**config.mk**
```make
export PLATFORM = sky130hd
export DESIGN_NAME = mrf_ram
export DESIGN_NICKNAME = d
export VERILOG_FILES = /design/src/rtl/mrf_ram.sv
export SDC_FILE = /design/constraint.sdc
export NUM_CORES = 2
export LEC_CHECK = 0
export BUFFER_PORTS_ARGS = -buffer_cell sky130_fd_sc_hd__clkbuf_2
export CAP_MARGIN = 20
export CORE_ASPECT_RATIO = 1.4
export CORE_MARGIN = 1.5
export CORE_UTILIZATION = 44
export DETAILED_ROUTE_END_ITERATION = 10
export PLACE_DENSITY_LB_ADDON = 0.25
export RECOVER_POWER = 25
export SLEW_MARGIN = 5
export SYNTH_ARGS = -nofsm -noshare
export SYNTH_HDL_FRONTEND = slang
export SYNTH_SLANG_ARGS = --single-unit
```
**constraint.sdc**
```tcl
create_clock -name clk -period 4.12 [get_ports clk]
set_clock_uncertainty 0.05 [all_clocks]
set_input_delay 0.824 -clock clk [delete_from_list [all_inputs] [get_ports clk]]
set_output_delay 0.824 -clock clk [all_outputs]
set_load 0.05 [all_outputs]
```
**src/rtl/mrf_ram.sv**
```systemverilog
// Generic simple dual-port RAM, one write and one registered read port.
// No dependencies.
`timescale 1ns / 1ps

module mrf_ram #(
  parameter int WIDTH = 8,
  parameter int DEPTH = 256,
  localparam int AW = (DEPTH > 1) ? $clog2(DEPTH) : 1
) (
  input  logic             clk,
  input  logic             we,
  input  logic [AW-1:0]    waddr,
  input  logic [WIDTH-1:0] wdata,
  input  logic             re,
  input  logic [AW-1:0]    raddr,
  output logic [WIDTH-1:0] rdata
);

  logic [WIDTH-1:0] mem [DEPTH];

  always_ff @(posedge clk) begin
    if (we) begin
      mem[waddr] <= wdata;
    end
    if (re) begin
      rdata <= mem[raddr];
    end
  end

endmodule

```
Yosys cells after proc, flatten, opt, wreduce, memory -nomap -nowiden
Memory sizes are Yosys's and may differ from the RTL's. A register that Yosys moved wholly into a read port is not among the register bits.
Index checks and enable logic that the tools add are counted.
- bits in registers: 0
- latch bits: 0
- bits in writable memories: 2048
- memory bits (read-only): 0
- input bits: 27
- output and inout port bits: 8
- logic and storage cells: 3
- memories kept: 1
- memory list (memory ; depth ; bits a word ; rd ports ; clocked after Yosys merged registers in ; wr ports ; RTL line ; text):
    mem ; 256 ; 8 ; 1 ; 1 ; 1 ; 19 ; logic [WIDTH-1:0] mem [DEPTH];
- $add $sub $neg: 0
- $mul: 0
- div/mod/pow operators: 0
- magnitude comparators: 0
- equality and inequality tests: 0
- shifts and indexed selects: 0
- multiplexer cells: 2
- bitwise operators: 0
- reductions and logical operators: 0
- operators with widths (operator ; count):
    $mux 1 ; 2

Depth between registers and ports, before layout
- word-level depth: 2
- gate-level depth with buffers: 11
- depth with buffers taken out: 6

Least setup slack after synthesis
No wires, ideal clock.
- path kind: input -> register
- start point: in raddr[0]
- end point: reg rdata[2] (read register of mem) (data pin)
- library setup time: 0.269 ns
- data arrival time: 2.631 ns
- data required time: 3.801 ns
- setup slack: 1.170 ns
- cell stages on the path: 9
- buffers on the path: 4
- path through: buf_6 buf_12 buf_8 buf_2 mux4_2 a22oi_1 a21oi_1 nor4_1 nor4_2
- RTL lines (element ; RTL line ; text):
    from (decl) ; 15 ; input logic [AW-1:0] raddr,
    to (decl) ; 16 ; output logic [WIDTH-1:0] rdata

==> run_results.csv <==
group,metric,value,unit
run_status,status,"finished, violations left",
run_status,violations,"capacitance limit, slew limit",
clock_network,ctsResizeCount,0,
clock_network,post_cts_buffers,0,
drt,wire_per_inst,30.5,um
logic_synthesis,yosysSeqAreaShare,77.5,%
sta,relSlewSlack,-113,%
finish,fin_nets,4174,
clock_network,clkTransAtPathRegs,70,ps
clock_network,root_buffer,"clkbuf_16",
clock_network,clk_latency,830,ps
sta,rsz0062_at_grt,"false",
critical_path,cp.arrival,4220,ps
drt,postRouteAntennaNets,0,
grt,antenna_found_initial,15,
finish,syn2layout_area_growth,14.2,%
drt,first_pass_iters,5,
logic_synthesis,netlist.area_leader.share,77.5,%
pwr,seqPwrFrac,54.6,%
logic_synthesis,synth_top_area_cell,"edfxtp_1",
grt,grt_pass1_wl,291,mm
clock_network,cts.htree.levels,4,
min_path,min_path_type,"primary input to flip-flop",
clock_network,cts_tree,"yes",
grt,track_usage,22.1,%
die,die_w,363,um
logic_synthesis,synth_area_leaders,"edfxtp_1 (78%), mux4_2 (13%), mux2i_1 (1.7%)",
pwr,p_clk_share,40.1,%
place,placed_cells,6284,
drt,drt_iter0_markers,4296,
die,ios,35,
pwr,swShare,21.1,%
die,core_area,180000,um2
pwr,switchingPower,8.94,mW
place,placed_area,85200,um2
die,die_area,184000,um2
logic_synthesis,async_flop_share,0,%
die,initial_core_util,44.3,%
logic_synthesis,syn_nets,3760,
critical_path,end_kind,"flip-flop",
logic_synthesis,synth_cell_types,54,
finish,drive_gt1_share,27.7,%
logic_synthesis,syn_inst,3733,
critical_path,worstPathRequired,4620,ps
pwr,p_leak,28.7,nW
grt,grt_pass1_vias,40500,
logic_synthesis,syn_area,79600,um2
sta,fin_crit_sh,90.3,%
sta,timing.fmax,0.269,GHz
sta,holdWs,389,ps
place,numPortBuffers,34,
logic_synthesis,synth_seq_cells,2056,
logic_synthesis,synth_edf_count,2056,
pwr,powerDensity,465,nW/um2
sta,setup_viol,0,
drt,vias,39500,
pwr,p_comb_share,5.3,%
drt,wirelength,202,mm
logic_synthesis,syn_avg_cell_area,21.3,um2
clock_network,cts-hold-fix-buffers,0,
sta,finalHoldViolCount,0,
critical_path,critical_path.max_fanout,26,
job,maxCapViolCount,9,
sta,fin_crit,3720,ps
pwr,max-vdd-ir-drop,0.300,mV
pwr,p_int,33.4,mW
drt,via_per_inst,5.97,
grt,overflow,0,
place,dp_hpwl,132,mm
pwr,power,42.3,mW
grt,grt_max_degree,112,
drt,drc,0,
clock_network,numClockSinks,2056,
logic_synthesis,yosys_warnings,0,
clock_network,cts_buffers,184,
finish,stdcell_area,91000,um2
critical_path,start_kind,"primary input",
logic_synthesis,synth_ff_type,"edfxtp_1",
finish,post-route-util,50.7,%
sta,worst_pin_slew,3200,ps
place,place_congestion,0.862,
logic_synthesis,synth.most_common_cell,"edfxtp_1",
clock_network,cts_buffer_depth,3,
logic_synthesis,ys_top_cells_by_count,"edfxtp_1 (2056), mux4_2 (454), nor2_1 (282), mux2i_1 (134), a22oi_1 (133)",
critical_path,critPathKind,"primary input to flip-flop",
die,num_rows,184,
die,die_h,506,um
sta,slew_viol_final,827,
finish,layout.cells.non_filler,6622,
[final cells by class]
| class | count | area [um2] |
|---|---|---|
| Clock buffer | 219 | 4840 |
| Timing Repair Buffer | 461 | 3910 |
| Multi-Input combinational cell | 1442 | 16500 |
| Sequential cell | 2056 | 61700 |
| Tap cell | 2325 | 2910 |
| Clock inverter | 112 | 1040 |
| Inverter | 2 | 7.51 |
| Fill cell | 14200 | 88600 |
| Antenna cell | 5 | 12.5 |
[critical path: stages]
cell      delay, ps
buf_8           280
buf_12          200
buf_4           190
mux4_2          520
a221oi_1        880
o32ai_1         290
nor3_1          690
buf_4           260
nor4_1           50
[per-layer routing]
metal  GRT usage [%]  up-vias  share of wire, %
li1                -    16500                 -
met4            7.91       12               3.7
met1            28.3    21200                38
met5               0        -             0.041
met3            3.68      349               6.5
met2            38.1     1441                52
[final timing paths]
check	cells after the start	slack, ps	startpoint	to
max	9	400	raddr[0]	rdata[5]
min	1	390	wdata[0]	mem[125][0]
max reg2reg	7	660	mem[80][5]	rdata[5]
min reg2reg	5	1140	mem[230][6]	rdata[6]
[power by group through the flow]
stage	registers (mW)	clock network, mW	logic [mW]
2_1_floorplan	23.6	0	1.12
6_report	23.1	17.0	2.22
3_3_place_gp	23.5	0	2.23
3_5_place_dp	23.5	0	2.25
5_1_grt	23.1	18.0	2.34
4_1_cts	23.1	17.3	2.26
[metrics by stage]
stage | setup WS [ps] | TNS (ps)
finish | 401 | 0
global route | 346 | 0
CTS | 543 | 0
detailed placement | -357 | -778
global placement | -374 | -1020
floorplan | 1170 | 0
[sequential cells by signal, indices dropped and copies added (netlist names)]
| name | cells |
|---|---|
| rdata | 8 |
| mem | 2048 |
[cells in the final DEF, fill, tap and decap left out, drive strengths merged, types with 47 or more instances in the layout]
cell,Yosys,routed
a22oi,133,133
mux4,456,456
mux2i,134,134
clkbuf,111,253
clkinv,1,83
o221ai,47,47
buf,122,425
a21oi,96,96
edfxtp,2056,2056
nor2,282,282
[cell families (layout without fill, tap and decap cells)]
| family | count (synthesis) | after routing | share of synthesized area (%) |
|---|---|---|---|
| flops | 2056 | 2056 | 77.5 |
| mux | 591 | 591 | 14.6 |
| simple gates | 466 | 466 | 2.63 |
| compound gates | 385 | 385 | 3.42 |
| buf+inv | 235 | 794 | 1.83 |
| other cells | 0 | 5 | 0 |
Power figures use the tool's default switching activity.
